**src/hdl/scpl_pkg.sv**
```systemverilog
// Shared types and constants for the slab-chained posting list block.
// No dependencies; used by every module under hdl/ except scpl_ram.
package scpl_pkg;

    localparam int TERM_SLOTS = 256;
    localparam int POOL_SLABS = 8;
    localparam int SLAB_CAP   = 8;

    localparam int TERM_W  = $clog2(TERM_SLOTS);
    localparam int SLAB_W  = $clog2(POOL_SLABS);
    localparam int IDX_W   = $clog2(SLAB_CAP);
    localparam int FILL_W  = $clog2(SLAB_CAP + 1);
    localparam int POOL_W  = $clog2(POOL_SLABS + 1);
    localparam int ENTRY_W = SLAB_W + IDX_W;

    localparam int TID_W  = 16;
    localparam int DOC_W  = 32;
    localparam int TCNT_W = 9;
    localparam int SSZ_W  = 4;
    localparam int SLIM_W = 4;
    localparam int CIDX_W = 2;
    localparam int CDAT_W = 9;

    localparam logic ACT_APPEND = 1'b0;
    localparam logic ACT_READ   = 1'b1;

    localparam logic [CIDX_W-1:0] CFG_TERM_COUNT = 2'd0;
    localparam logic [CIDX_W-1:0] CFG_SLAB_DEPTH = 2'd1;
    localparam logic [CIDX_W-1:0] CFG_SLAB_LIMIT = 2'd2;

    typedef enum logic [2:0] {
        ST_APPENDED = 3'd0,
        ST_NO_SLABS = 3'd1,
        ST_BAD_TERM = 3'd2,
        ST_POSTING  = 3'd3,
        ST_EMPTY    = 3'd4
    } t_status;

    typedef enum logic [1:0] {
        S_IDLE,
        S_LOOK,
        S_POST
    } t_state;

    // controller -> datapath
    typedef struct packed {
        logic    accept;
        logic    commit;
        logic    start_read;
        logic    advance;
        logic    walk;
        logic    load;
        t_status status;
        logic    last;
    } t_cmd;

    // datapath -> controller
    typedef struct packed {
        logic act;
        logic in_range;
        logic has_list;
        logic need_slab;
        logic pool_full;
        logic rd_last;
        logic out_free;
    } t_stat;

endpackage

```
**src/hdl/scpl_ram.sv**
```systemverilog
// Generic single-write, single-read RAM with registered read data.
// No dependencies.
module scpl_ram #(
    parameter int WIDTH = 32,
    parameter int DEPTH = 64
) (
    input  logic                     i_clk,
    input  logic                     i_we,
    input  logic [$clog2(DEPTH)-1:0] i_waddr,
    input  logic [WIDTH-1:0]         i_wdata,
    input  logic                     i_re,
    input  logic [$clog2(DEPTH)-1:0] i_raddr,
    output logic [WIDTH-1:0]         o_rdata
);

    logic [WIDTH-1:0] r_mem [DEPTH];
    logic [WIDTH-1:0] r_rdata;

    always_ff @(posedge i_clk) begin
        if (i_we) begin
            r_mem[i_waddr] <= i_wdata;
        end
        if (i_re) begin
            r_rdata <= r_mem[i_raddr];
        end
    end

    assign o_rdata = r_rdata;

endmodule

```
**src/hdl/scpl_ctrl.sv**
```systemverilog
// Controller FSM: sequences lookup, append commit and chain walk.
// Depends on scpl_pkg.
module scpl_ctrl (
    input  logic          i_clk,
    input  logic          i_rst_n,
    input  logic          i_valid,
    output logic          o_ready,
    input  scpl_pkg::t_stat i_stat,
    output scpl_pkg::t_cmd  o_cmd
);

    scpl_pkg::t_state r_state;
    scpl_pkg::t_state n_state;

    always_ff @(posedge i_clk) begin
        if (!i_rst_n) begin
            r_state <= scpl_pkg::S_IDLE;
        end else begin
            r_state <= n_state;
        end
    end

    always_comb begin
        n_state = r_state;
        o_ready = 1'b0;
        o_cmd   = '0;
        o_cmd.status = scpl_pkg::ST_APPENDED;
        case (r_state)
            scpl_pkg::S_IDLE: begin
                o_ready = 1'b1;
                if (i_valid) begin
                    o_cmd.accept = 1'b1;
                    n_state      = scpl_pkg::S_LOOK;
                end
            end
            scpl_pkg::S_LOOK: begin
                if (i_stat.act == scpl_pkg::ACT_APPEND) begin
                    if (i_stat.out_free) begin
                        o_cmd.load = 1'b1;
                        o_cmd.last = 1'b1;
                        n_state    = scpl_pkg::S_IDLE;
                        if (!i_stat.in_range) begin
                            o_cmd.status = scpl_pkg::ST_BAD_TERM;
                        end else if (i_stat.need_slab && i_stat.pool_full) begin
                            o_cmd.status = scpl_pkg::ST_NO_SLABS;
                        end else begin
                            o_cmd.status = scpl_pkg::ST_APPENDED;
                            o_cmd.commit = 1'b1;
                        end
                    end
                end else if (!i_stat.in_range || !i_stat.has_list) begin
                    if (i_stat.out_free) begin
                        o_cmd.load   = 1'b1;
                        o_cmd.last   = 1'b1;
                        o_cmd.status = scpl_pkg::ST_EMPTY;
                        n_state      = scpl_pkg::S_IDLE;
                    end
                end else begin
                    o_cmd.start_read = 1'b1;
                    n_state          = scpl_pkg::S_POST;
                end
            end
            scpl_pkg::S_POST: begin
                o_cmd.walk = 1'b1;
                if (i_stat.out_free) begin
                    o_cmd.load   = 1'b1;
                    o_cmd.status = scpl_pkg::ST_POSTING;
                    o_cmd.last   = i_stat.rd_last;
                    if (i_stat.rd_last) begin
                        n_state = scpl_pkg::S_IDLE;
                    end else begin
                        o_cmd.advance = 1'b1;
                    end
                end
            end
            default: begin
                n_state = scpl_pkg::S_IDLE;
            end
        endcase
    end

endmodule

```
**src/hdl/scpl_dp.sv**
```systemverilog
// Datapath: config registers, list heads/tails, slab pool, entry store, result register.
// Depends on scpl_pkg and scpl_ram.
module scpl_dp (
    input  logic                          i_clk,
    input  logic                          i_rst_n,
    input  logic                          i_action,
    input  logic [scpl_pkg::TID_W-1:0]    i_term_id,
    input  logic [scpl_pkg::DOC_W-1:0]    i_doc_id,
    input  logic                          i_cfg_valid,
    input  logic [scpl_pkg::CIDX_W-1:0]   i_cfg_index,
    input  logic [scpl_pkg::CDAT_W-1:0]   i_cfg_data,
    input  logic                          i_out_ready,
    output logic                          o_out_valid,
    output logic [2:0]                    o_status,
    output logic [scpl_pkg::DOC_W-1:0]    o_posting,
    output logic                          o_last,
    input  scpl_pkg::t_cmd                i_cmd,
    output scpl_pkg::t_stat               o_stat
);

    // config
    logic [scpl_pkg::TCNT_W-1:0] r_term_count;
    logic [scpl_pkg::SSZ_W-1:0]  r_slab_depth;
    logic [scpl_pkg::SLIM_W-1:0] r_slab_limit;

    // item
    logic                       r_act;
    logic [scpl_pkg::TID_W-1:0] r_tid;
    logic [scpl_pkg::DOC_W-1:0] r_doc;

    // list and pool state
    logic [scpl_pkg::TERM_SLOTS-1:0] r_has_list;
    logic [scpl_pkg::POOL_SLABS-1:0] r_has_next;
    logic [scpl_pkg::SLAB_W-1:0]     r_next [scpl_pkg::POOL_SLABS];
    logic [scpl_pkg::FILL_W-1:0]     r_fill [scpl_pkg::POOL_SLABS];
    logic [scpl_pkg::POOL_W-1:0]     r_pool_top;

    // walk
    logic [scpl_pkg::SLAB_W-1:0] r_slab;
    logic [scpl_pkg::IDX_W-1:0]  r_idx;

    // result
    logic                       r_out_valid;
    scpl_pkg::t_status          r_status;
    logic [scpl_pkg::DOC_W-1:0] r_posting;
    logic                       r_last;

    logic [scpl_pkg::SLAB_W-1:0]  head_q;
    logic [scpl_pkg::SLAB_W-1:0]  tail_q;
    logic [scpl_pkg::DOC_W-1:0]   entry_q;
    logic [scpl_pkg::TERM_W-1:0]  term_a;
    logic [scpl_pkg::TCNT_W-1:0]  tcnt_sat;
    logic [scpl_pkg::SSZ_W-1:0]   size_sat;
    logic [scpl_pkg::SLIM_W-1:0]  limit_sat;
    logic [scpl_pkg::SLAB_W-1:0]  fill_addr;
    logic [scpl_pkg::FILL_W-1:0]  fill_sel;
    logic [scpl_pkg::FILL_W-1:0]  idx_inc;
    logic                         has_list;
    logic                         need_slab;
    logic                         pool_full;
    logic                         in_range;
    logic                         rd_last;
    logic                         out_free;
    logic [scpl_pkg::SLAB_W-1:0]  new_slab;
    logic [scpl_pkg::SLAB_W-1:0]  ws;
    logic [scpl_pkg::IDX_W-1:0]   wf;
    logic [scpl_pkg::SLAB_W-1:0]  n_slab;
    logic [scpl_pkg::IDX_W-1:0]   n_idx;
    logic [scpl_pkg::ENTRY_W-1:0] ent_raddr;

    assign term_a    = r_tid[scpl_pkg::TERM_W-1:0];
    assign tcnt_sat  = (r_term_count > scpl_pkg::TCNT_W'(scpl_pkg::TERM_SLOTS))
                       ? scpl_pkg::TCNT_W'(scpl_pkg::TERM_SLOTS) : r_term_count;
    assign size_sat  = (r_slab_depth > scpl_pkg::SSZ_W'(scpl_pkg::SLAB_CAP))
                       ? scpl_pkg::SSZ_W'(scpl_pkg::SLAB_CAP) : r_slab_depth;
    assign limit_sat = (r_slab_limit > scpl_pkg::SLIM_W'(scpl_pkg::POOL_SLABS))
                       ? scpl_pkg::SLIM_W'(scpl_pkg::POOL_SLABS) : r_slab_limit;
    assign in_range  = r_tid < scpl_pkg::TID_W'(tcnt_sat);
    assign has_list  = r_has_list[term_a];
    assign fill_addr = i_cmd.walk ? r_slab : tail_q;
    assign fill_sel  = r_fill[fill_addr];
    assign need_slab = !has_list || (fill_sel >= scpl_pkg::FILL_W'(size_sat));
    assign pool_full = scpl_pkg::SLIM_W'(r_pool_top) >= limit_sat;
    assign idx_inc   = scpl_pkg::FILL_W'(r_idx) + scpl_pkg::FILL_W'(1);
    assign rd_last   = (idx_inc >= fill_sel) && !r_has_next[r_slab];
    assign out_free  = !r_out_valid || i_out_ready;
    assign new_slab  = r_pool_top[scpl_pkg::SLAB_W-1:0];
    assign ws        = need_slab ? new_slab : tail_q;
    assign wf        = need_slab ? '0 : fill_sel[scpl_pkg::IDX_W-1:0];

    always_comb begin
        if (idx_inc < fill_sel) begin
            n_slab = r_slab;
            n_idx  = idx_inc[scpl_pkg::IDX_W-1:0];
        end else begin
            n_slab = r_next[r_slab];
            n_idx  = '0;
        end
        ent_raddr = i_cmd.start_read ? {head_q, {scpl_pkg::IDX_W{1'b0}}} : {n_slab, n_idx};
    end

    assign o_stat.act       = r_act;
    assign o_stat.in_range  = in_range;
    assign o_stat.has_list  = has_list;
    assign o_stat.need_slab = need_slab;
    assign o_stat.pool_full = pool_full;
    assign o_stat.rd_last   = rd_last;
    assign o_stat.out_free  = out_free;

    scpl_ram #(.WIDTH(scpl_pkg::SLAB_W), .DEPTH(scpl_pkg::TERM_SLOTS)) u_head (
        .i_clk   (i_clk),
        .i_we    (i_cmd.commit && need_slab && !has_list),
        .i_waddr (term_a),
        .i_wdata (new_slab),
        .i_re    (i_cmd.accept),
        .i_raddr (i_term_id[scpl_pkg::TERM_W-1:0]),
        .o_rdata (head_q)
    );

    scpl_ram #(.WIDTH(scpl_pkg::SLAB_W), .DEPTH(scpl_pkg::TERM_SLOTS)) u_tail (
        .i_clk   (i_clk),
        .i_we    (i_cmd.commit && need_slab),
        .i_waddr (term_a),
        .i_wdata (new_slab),
        .i_re    (i_cmd.accept),
        .i_raddr (i_term_id[scpl_pkg::TERM_W-1:0]),
        .o_rdata (tail_q)
    );

    scpl_ram #(.WIDTH(scpl_pkg::DOC_W), .DEPTH(scpl_pkg::POOL_SLABS * scpl_pkg::SLAB_CAP)) u_ent (
        .i_clk   (i_clk),
        .i_we    (i_cmd.commit),
        .i_waddr ({ws, wf}),
        .i_wdata (r_doc),
        .i_re    (i_cmd.start_read || i_cmd.advance),
        .i_raddr (ent_raddr),
        .o_rdata (entry_q)
    );

    // control state
    // slabs are never reused, so a fresh slab's link bit is still clear from reset
    always_ff @(posedge i_clk) begin
        if (!i_rst_n) begin
            r_term_count <= scpl_pkg::TCNT_W'(scpl_pkg::TERM_SLOTS);
            r_slab_depth <= scpl_pkg::SSZ_W'(scpl_pkg::SLAB_CAP);
            r_slab_limit <= scpl_pkg::SLIM_W'(scpl_pkg::POOL_SLABS);
            r_has_list   <= '0;
            r_has_next   <= '0;
            r_pool_top   <= '0;
            r_out_valid  <= 1'b0;
        end else begin
            if (i_cfg_valid) begin
                case (i_cfg_index)
                    scpl_pkg::CFG_TERM_COUNT: r_term_count <= i_cfg_data;
                    scpl_pkg::CFG_SLAB_DEPTH: r_slab_depth <= i_cfg_data[scpl_pkg::SSZ_W-1:0];
                    scpl_pkg::CFG_SLAB_LIMIT: r_slab_limit <= i_cfg_data[scpl_pkg::SLIM_W-1:0];
                    default: ;
                endcase
            end
            if (i_cmd.commit && need_slab) begin
                r_pool_top <= r_pool_top + scpl_pkg::POOL_W'(1);
                if (!has_list) begin
                    r_has_list[term_a] <= 1'b1;
                end else begin
                    r_has_next[tail_q] <= 1'b1;
                end
            end
            if (i_cmd.load) begin
                r_out_valid <= 1'b1;
            end else if (i_out_ready) begin
                r_out_valid <= 1'b0;
            end
        end
    end

    // payload
    always_ff @(posedge i_clk) begin
        if (i_cmd.accept) begin
            r_act <= i_action;
            r_tid <= i_term_id;
            r_doc <= i_doc_id;
        end
        if (i_cmd.commit) begin
            r_fill[ws] <= scpl_pkg::FILL_W'(wf) + scpl_pkg::FILL_W'(1);
            if (need_slab && has_list) begin
                r_next[tail_q] <= new_slab;
            end
        end
        if (i_cmd.start_read) begin
            r_slab <= head_q;
            r_idx  <= '0;
        end else if (i_cmd.advance) begin
            r_slab <= n_slab;
            r_idx  <= n_idx;
        end
        if (i_cmd.load) begin
            r_status  <= i_cmd.status;
            r_posting <= (i_cmd.status == scpl_pkg::ST_POSTING) ? entry_q : '0;
            r_last    <= i_cmd.last;
        end
    end

    assign o_out_valid = r_out_valid;
    assign o_status    = r_status;
    assign o_posting   = r_posting;
    assign o_last      = r_last;

    a_pool_bound: assert property (@(posedge i_clk) disable iff (!i_rst_n)
        r_pool_top <= scpl_pkg::POOL_W'(scpl_pkg::POOL_SLABS))
        else $error("pool pointer past pool size");
    a_commit_ok: assert property (@(posedge i_clk) disable iff (!i_rst_n)
        i_cmd.commit |-> (in_range && !(need_slab && pool_full)))
        else $error("append committed without room or with bad term");
    a_load_free: assert property (@(posedge i_clk) disable iff (!i_rst_n)
        i_cmd.load |-> out_free)
        else $error("result register overwritten");
    a_adv_not_last: assert property (@(posedge i_clk) disable iff (!i_rst_n)
        i_cmd.advance |-> !rd_last)
        else $error("walk advanced past final posting");

endmodule

```
**src/hdl/slab_chained_posting_lists.sv**
```systemverilog
// Top level of the slab-chained posting list block.
// Depends on scpl_pkg, scpl_ctrl, scpl_dp (and scpl_ram through scpl_dp).
//
//  channel | handshake                  | payload
//  --------+----------------------------+------------------------------------
//  input   | i_valid / o_ready          | i_action, i_term_id, i_doc_id
//  output  | o_valid / i_ready          | o_status, o_posting, o_last
//  config  | i_cfg_valid / o_cfg_ready  | i_cfg_index, i_cfg_data
//
// An append or a rejected/empty read passes through accept, then the lookup
// of the term's head/tail RAMs with the update and result load. A read goes
// through accept, lookup and the first entry read to its first posting, then
// loads a further posting whenever the output register is free, read through
// the registered read port of the entry RAM walked along the slab chain.
// Reset (synchronous, i_rst_n low) clears list valid bits, the pool pointer
// and the config registers to their defaults; no clearing pass is needed.
// Output stalls hold the FSM in place; a new input transaction is taken as
// soon as the last result sits in the output register. Config is always ready.
module slab_chained_posting_lists (
    input  logic                           i_clk,
    input  logic                           i_rst_n,
    input  logic                           i_valid,
    output logic                           o_ready,
    input  logic                           i_action,
    input  logic [scpl_pkg::TID_W-1:0]     i_term_id,
    input  logic [scpl_pkg::DOC_W-1:0]     i_doc_id,
    output logic                           o_valid,
    input  logic                           i_ready,
    output logic [2:0]                     o_status,
    output logic [scpl_pkg::DOC_W-1:0]     o_posting,
    output logic                           o_last,
    input  logic                           i_cfg_valid,
    output logic                           o_cfg_ready,
    input  logic [scpl_pkg::CIDX_W-1:0]    i_cfg_index,
    input  logic [scpl_pkg::CDAT_W-1:0]    i_cfg_data
);

    scpl_pkg::t_cmd  cmd;
    scpl_pkg::t_stat stat;

    // config writes land directly in the datapath registers
    assign o_cfg_ready = 1'b1;

    scpl_ctrl u_ctrl (
        .i_clk   (i_clk),
        .i_rst_n (i_rst_n),
        .i_valid (i_valid),
        .o_ready (o_ready),
        .i_stat  (stat),
        .o_cmd   (cmd)
    );

    scpl_dp u_dp (
        .i_clk       (i_clk),
        .i_rst_n     (i_rst_n),
        .i_action    (i_action),
        .i_term_id   (i_term_id),
        .i_doc_id    (i_doc_id),
        .i_cfg_valid (i_cfg_valid),
        .i_cfg_index (i_cfg_index),
        .i_cfg_data  (i_cfg_data),
        .i_out_ready (i_ready),
        .o_out_valid (o_valid),
        .o_status    (o_status),
        .o_posting   (o_posting),
        .o_last      (o_last),
        .i_cmd       (cmd),
        .o_stat      (stat)
    );

endmodule

```
**config.mk**
```make
export PLATFORM = sky130hd
export DESIGN_NAME = slab_chained_posting_lists
export DESIGN_NICKNAME = d
export VERILOG_FILES = /design/src/hdl/scpl_pkg.sv /design/src/hdl/scpl_ram.sv /design/src/hdl/scpl_ctrl.sv /design/src/hdl/scpl_dp.sv /design/src/hdl/slab_chained_posting_lists.sv
export SDC_FILE = /design/constraint.sdc
export NUM_CORES = 2
export LEC_CHECK = 0
export ABC_AREA = 0
export BUFFER_PORTS_ARGS = -buffer_cell sky130_fd_sc_hd__buf_2
export CORE_MARGIN = 1
export CORE_UTILIZATION = 40
export DETAILED_ROUTE_END_ITERATION = 10
export PLACE_DENSITY = 0.66
export SYNTH_ARGS = -nofsm -noshare
export SYNTH_HDL_FRONTEND = slang
export SYNTH_SLANG_ARGS = --single-unit
export TNS_END_PERCENT = 30
```
**constraint.sdc**
```tcl
create_clock -name i_clk -period 16.31 [get_ports i_clk]
set_input_delay 3.262 -clock i_clk [delete_from_list [all_inputs] [get_ports i_clk]]
set_output_delay 3.262 -clock i_clk [all_outputs]
set_load 0.03 [all_outputs]
```
==> results by group <==
Timing
  – Final setup margin: approximately 7500 ps
  – Highest Clock Rate: 0.1136 GHz
  – Setup TNS: 0 ps
  – Endpoints failing hold: 0
  – Fin crit share: 0.5396
  – Final Skew: a little under 80 ps
  – Slew Limit Headroom: -0.08024
  – Fin. max-slew vios: 2
  – Worst Max-Slew Pin Slew: about 1600 ps
  – Setup-failing EPs final: 0
  – Minimum clock period: slightly below 9000 ps
  – Unrepaired setup endpoints after global routing: no

Die
  – Cell row count: roughly 230
  – Die Y: about 630 um
  – Core area: slightly below 400000 um^2
  – DIE WIDTH: around 630 um
  – Die area: approximately 400000 um^2
  – Initial Util: 0.4018
  – IO Pins: ~100

Pwr
  – Int Power: between 15 and 20 mW
  – Clk network pwr share: 0.406
  – Gate power share: 0.088
  – Switching share of power: 0.2424
  – Pwr Total: between 20 and 25 mW
  – Switch Pwr: between 5 and 6 mW
  – Sequential power share: 0.507
  – Worst vdd ir: about 0.00012 V
  – P_leak: ~58 nW
  – Total power per unit cell area: approximately 130 nW/um^2

Route
  – Post-route DRC: 0
  – Post-DR wirelength/cell: approximately 31 um
  – DR vias: 93319
  – Drt first-iter violations: 14280
  – Total Wirelength: a little under 500000 um
  – 1st-pass router iterations: 6
  – ANT nets after route: 0
  – Vias per std cell: just over 6

Clocking
  – Worst-path clk slew: around 60 ps
  – Setup repair bufs after CTS: 0
  – Total clock sinks: approximately 4000
  – # resized after CTS: 0
  – Worst-Skew Late Latency: 1000 ps
  – CTS Hold Bufs: 0
  – CTS buffer count: just over 400
  – Root Driver: clkbuf_16
  – CTS tree: done
  – H-tree Lvls: 5
  – Max clock buf depth: 4

Global routing
  – Largest net degree at the start of global routing: about 260
  – Gr ovfl total: 0
  – Total track usage: 0.2341
  – Initial antenna violation count: 61
  – Vias in the first global route: 91445
  – Wire length of the first global-routing pass: ~680000 um

Yosys
  – Yosys reg bits: approximately 4100
  – Area of the mapped netlist: roughly 160000 um^2
  – Avg Inst Size Synth: about 16 um^2
  – Sequential fraction of the synthesis area: 0.7483
  – Ys flop type: edfxtp_1
  – Yosys cell types: 80
  – Warnings, synthesis: 0
  – Post-synth EDFFs: about 3800
  – Cells after synthesis: around 9700
  – Post-synthesis async set-or-reset flop share: 0
  – Synth Net Count: around 10000

Status
  – Failing checks: max-capacitance violations, max-slew violations
  – Outcome: finished, violations left

Final layout
  – Fill count: ~33000
  – Layout Utilization: 0.4519
  – Final instance area: 178800 um^2
  – Area grow syn2layout: 12.47%
  – Final nets: around 9900
  – Layout cell share with drive strength beyond 1: 0.1600

Critical path
  – Max FO, Critical Path: 52
  – Startpoint types: register
  – Critical path class: register to register
  – Nature of the critical path endpoint: register
  – WP data required: 17170 ps
  – Crit path DAT: roughly 9700 ps

Flow run
  – Max cap viols: 1

Placement
  – Pre-CTS WS: between 7000 and 8000 ps
  – Port Buffer Count: approximately 100
  – Placed inst area: 166000 um^2
  – GPL Wtd Cong: 0.8905
  – Post-DP HPWL: between 200000 and 300000 um

Hold path
  – Hold Crit Class: register to register
state kept, by name, summed over array words and instances (netlist names), 2 cells and up, named ones only:
register and count:
u_ctrl.r_state 2, u_dp.o_posting 32, u_dp.o_status 3, u_dp.r_doc 32
u_dp.r_fill 32, u_dp.r_has_list 256, u_dp.r_has_next 8, u_dp.r_idx 3
u_dp.r_next 24, u_dp.r_pool_top 4, u_dp.r_slab 3, u_dp.r_slab_depth 4
u_dp.r_slab_limit 4, u_dp.r_term_count 9, u_dp.r_tid 16, u_dp.u_ent.o_rdata 32
u_dp.u_ent.r_mem 2048, u_dp.u_head.o_rdata 3, u_dp.u_head.r_mem 768, u_dp.u_tail.o_rdata 3
u_dp.u_tail.r_mem 768
layout by cell type (no fill, tap or decap), drive strengths merged, types with 62 or more instances in the layout:
cell and count:
a21oi 424, a22oi 62, a31oi 97, buf 322, clkbuf 534, clkinv 144, dfxtp 294, edfxtp 3766
mux2i 297, mux4 573, nand2 1153, nand3 307, nor2 823, nor2b 96, nor3 70, o21a 205
o21ai 151, o221ai 80, o22ai 78
critical path, stage by stage, from the launching register on:
cell and delay [ps]:
dfxtp_1 330, inv_1 90, ha_1 400, mux2i_1 700, mux4_2 410, mux2i_1 760
ha_1 380, nor2b_1 140, o21a_1 180, o21a_1 210, nor3_2 550, buf_4 580
nor2_2 70, buf_4 310, a211oi_4 330, buf_4 900, o32ai_1 270, nor4b_1 460
nor3_1 200, a311oi_1 1110, a31o_2 220
kinds of logic (layout without fill, tap and decap cells):
| kind of cell | count (synthesis) | count (layout) | synth area share |
|---|---|---|---|
| xor+xnor | 5 | 5 | 0.0002755 |
| mux | 894 | 894 | 0.1016 |
| simple gates | 2597 | 2597 | 0.06843 |
| compound gates | 1457 | 1457 | 0.06133 |
| other cells | 1 | 36 | 0.00002359 |
| flops | 4060 | 4060 | 0.7483 |
| fa+ha+maj | 26 | 26 | 0.002046 |
| buf+inv | 697 | 1084 | 0.01796 |
cells in the mapped netlist, types with 78 or more instances:
master	instances	area [um^2]
a21oi_1	423	2117
a31oi_1	97	606.8
buf_1	136	510.5
buf_2	101	505.5
clkbuf_1	406	1524
dfxtp_1	294	5886
edfxtp_1	3766	113100
mux2i_1	297	2973
mux4_2	573	12900
nand2_1	1153	4328
nand3_1	307	1536
nor2_1	823	3089
nor2b_1	96	600.6
o21a_1	205	1539
o21ai_0	148	740.7
o221ai_1	80	700.7
o22ai_1	78	488.0
power by group through the flow:
stage                     clock (mW)  combinational (mW)  sequential [mW]
final                           9.09                1.96             11.4
after global routing            9.53                1.99             11.3
after CTS                       9.15                1.89             11.4
after detailed placement           0                1.89             11.6
after global placement             0                1.87             11.6
after floorplan                    0                1.01             11.6
stage by stage:
stage	cells	hold WS, ps
CTS	15366	461.3
global route	15384	478.4
floorplan	9737	435.4
finish	15401	458.7
detailed placement	14636	447.6
global placement	14636	442.8
routing by layer:
layer  vias up  routed length (um)  GRT usage
met5         -                  64          0
met4        10               32600     0.1342
met3      1373               53770    0.05016
met2      6437              225100     0.3741
met1     47470              168600     0.2965
li1      38029                   -          -
area by class of cell:
cell class	instances	area [um^2]	area share
clock buffer	534	10890	0.06090
sequential	4060	119000	0.6655
antenna	35	87.58	0.0004898
inverter	32	122.6	0.0006858
timing repair buffer	322	2338	0.01308
tap	5242	6559	0.03668
clock inverter	196	1874	0.01048
multi-input combinational	4980	37950	0.2122
path summary, 6_finish.rpt:
path                                           start  depth (start not counted)  slack [ps]                     to
worst max-delay path               u_ctrl.r_state[0]                         20        7510  u_dp.u_ent.o_rdata[8]
worst min-delay path            u_dp.r_has_list[156]                          1         460   u_dp.r_has_list[156]
worst max register to register     u_ctrl.r_state[0]                         20        7510  u_dp.u_ent.o_rdata[8]
worst min register to register  u_dp.r_has_list[156]                          1         460   u_dp.r_has_list[156]
Note: power is estimated with default switching activity, not from simulation.
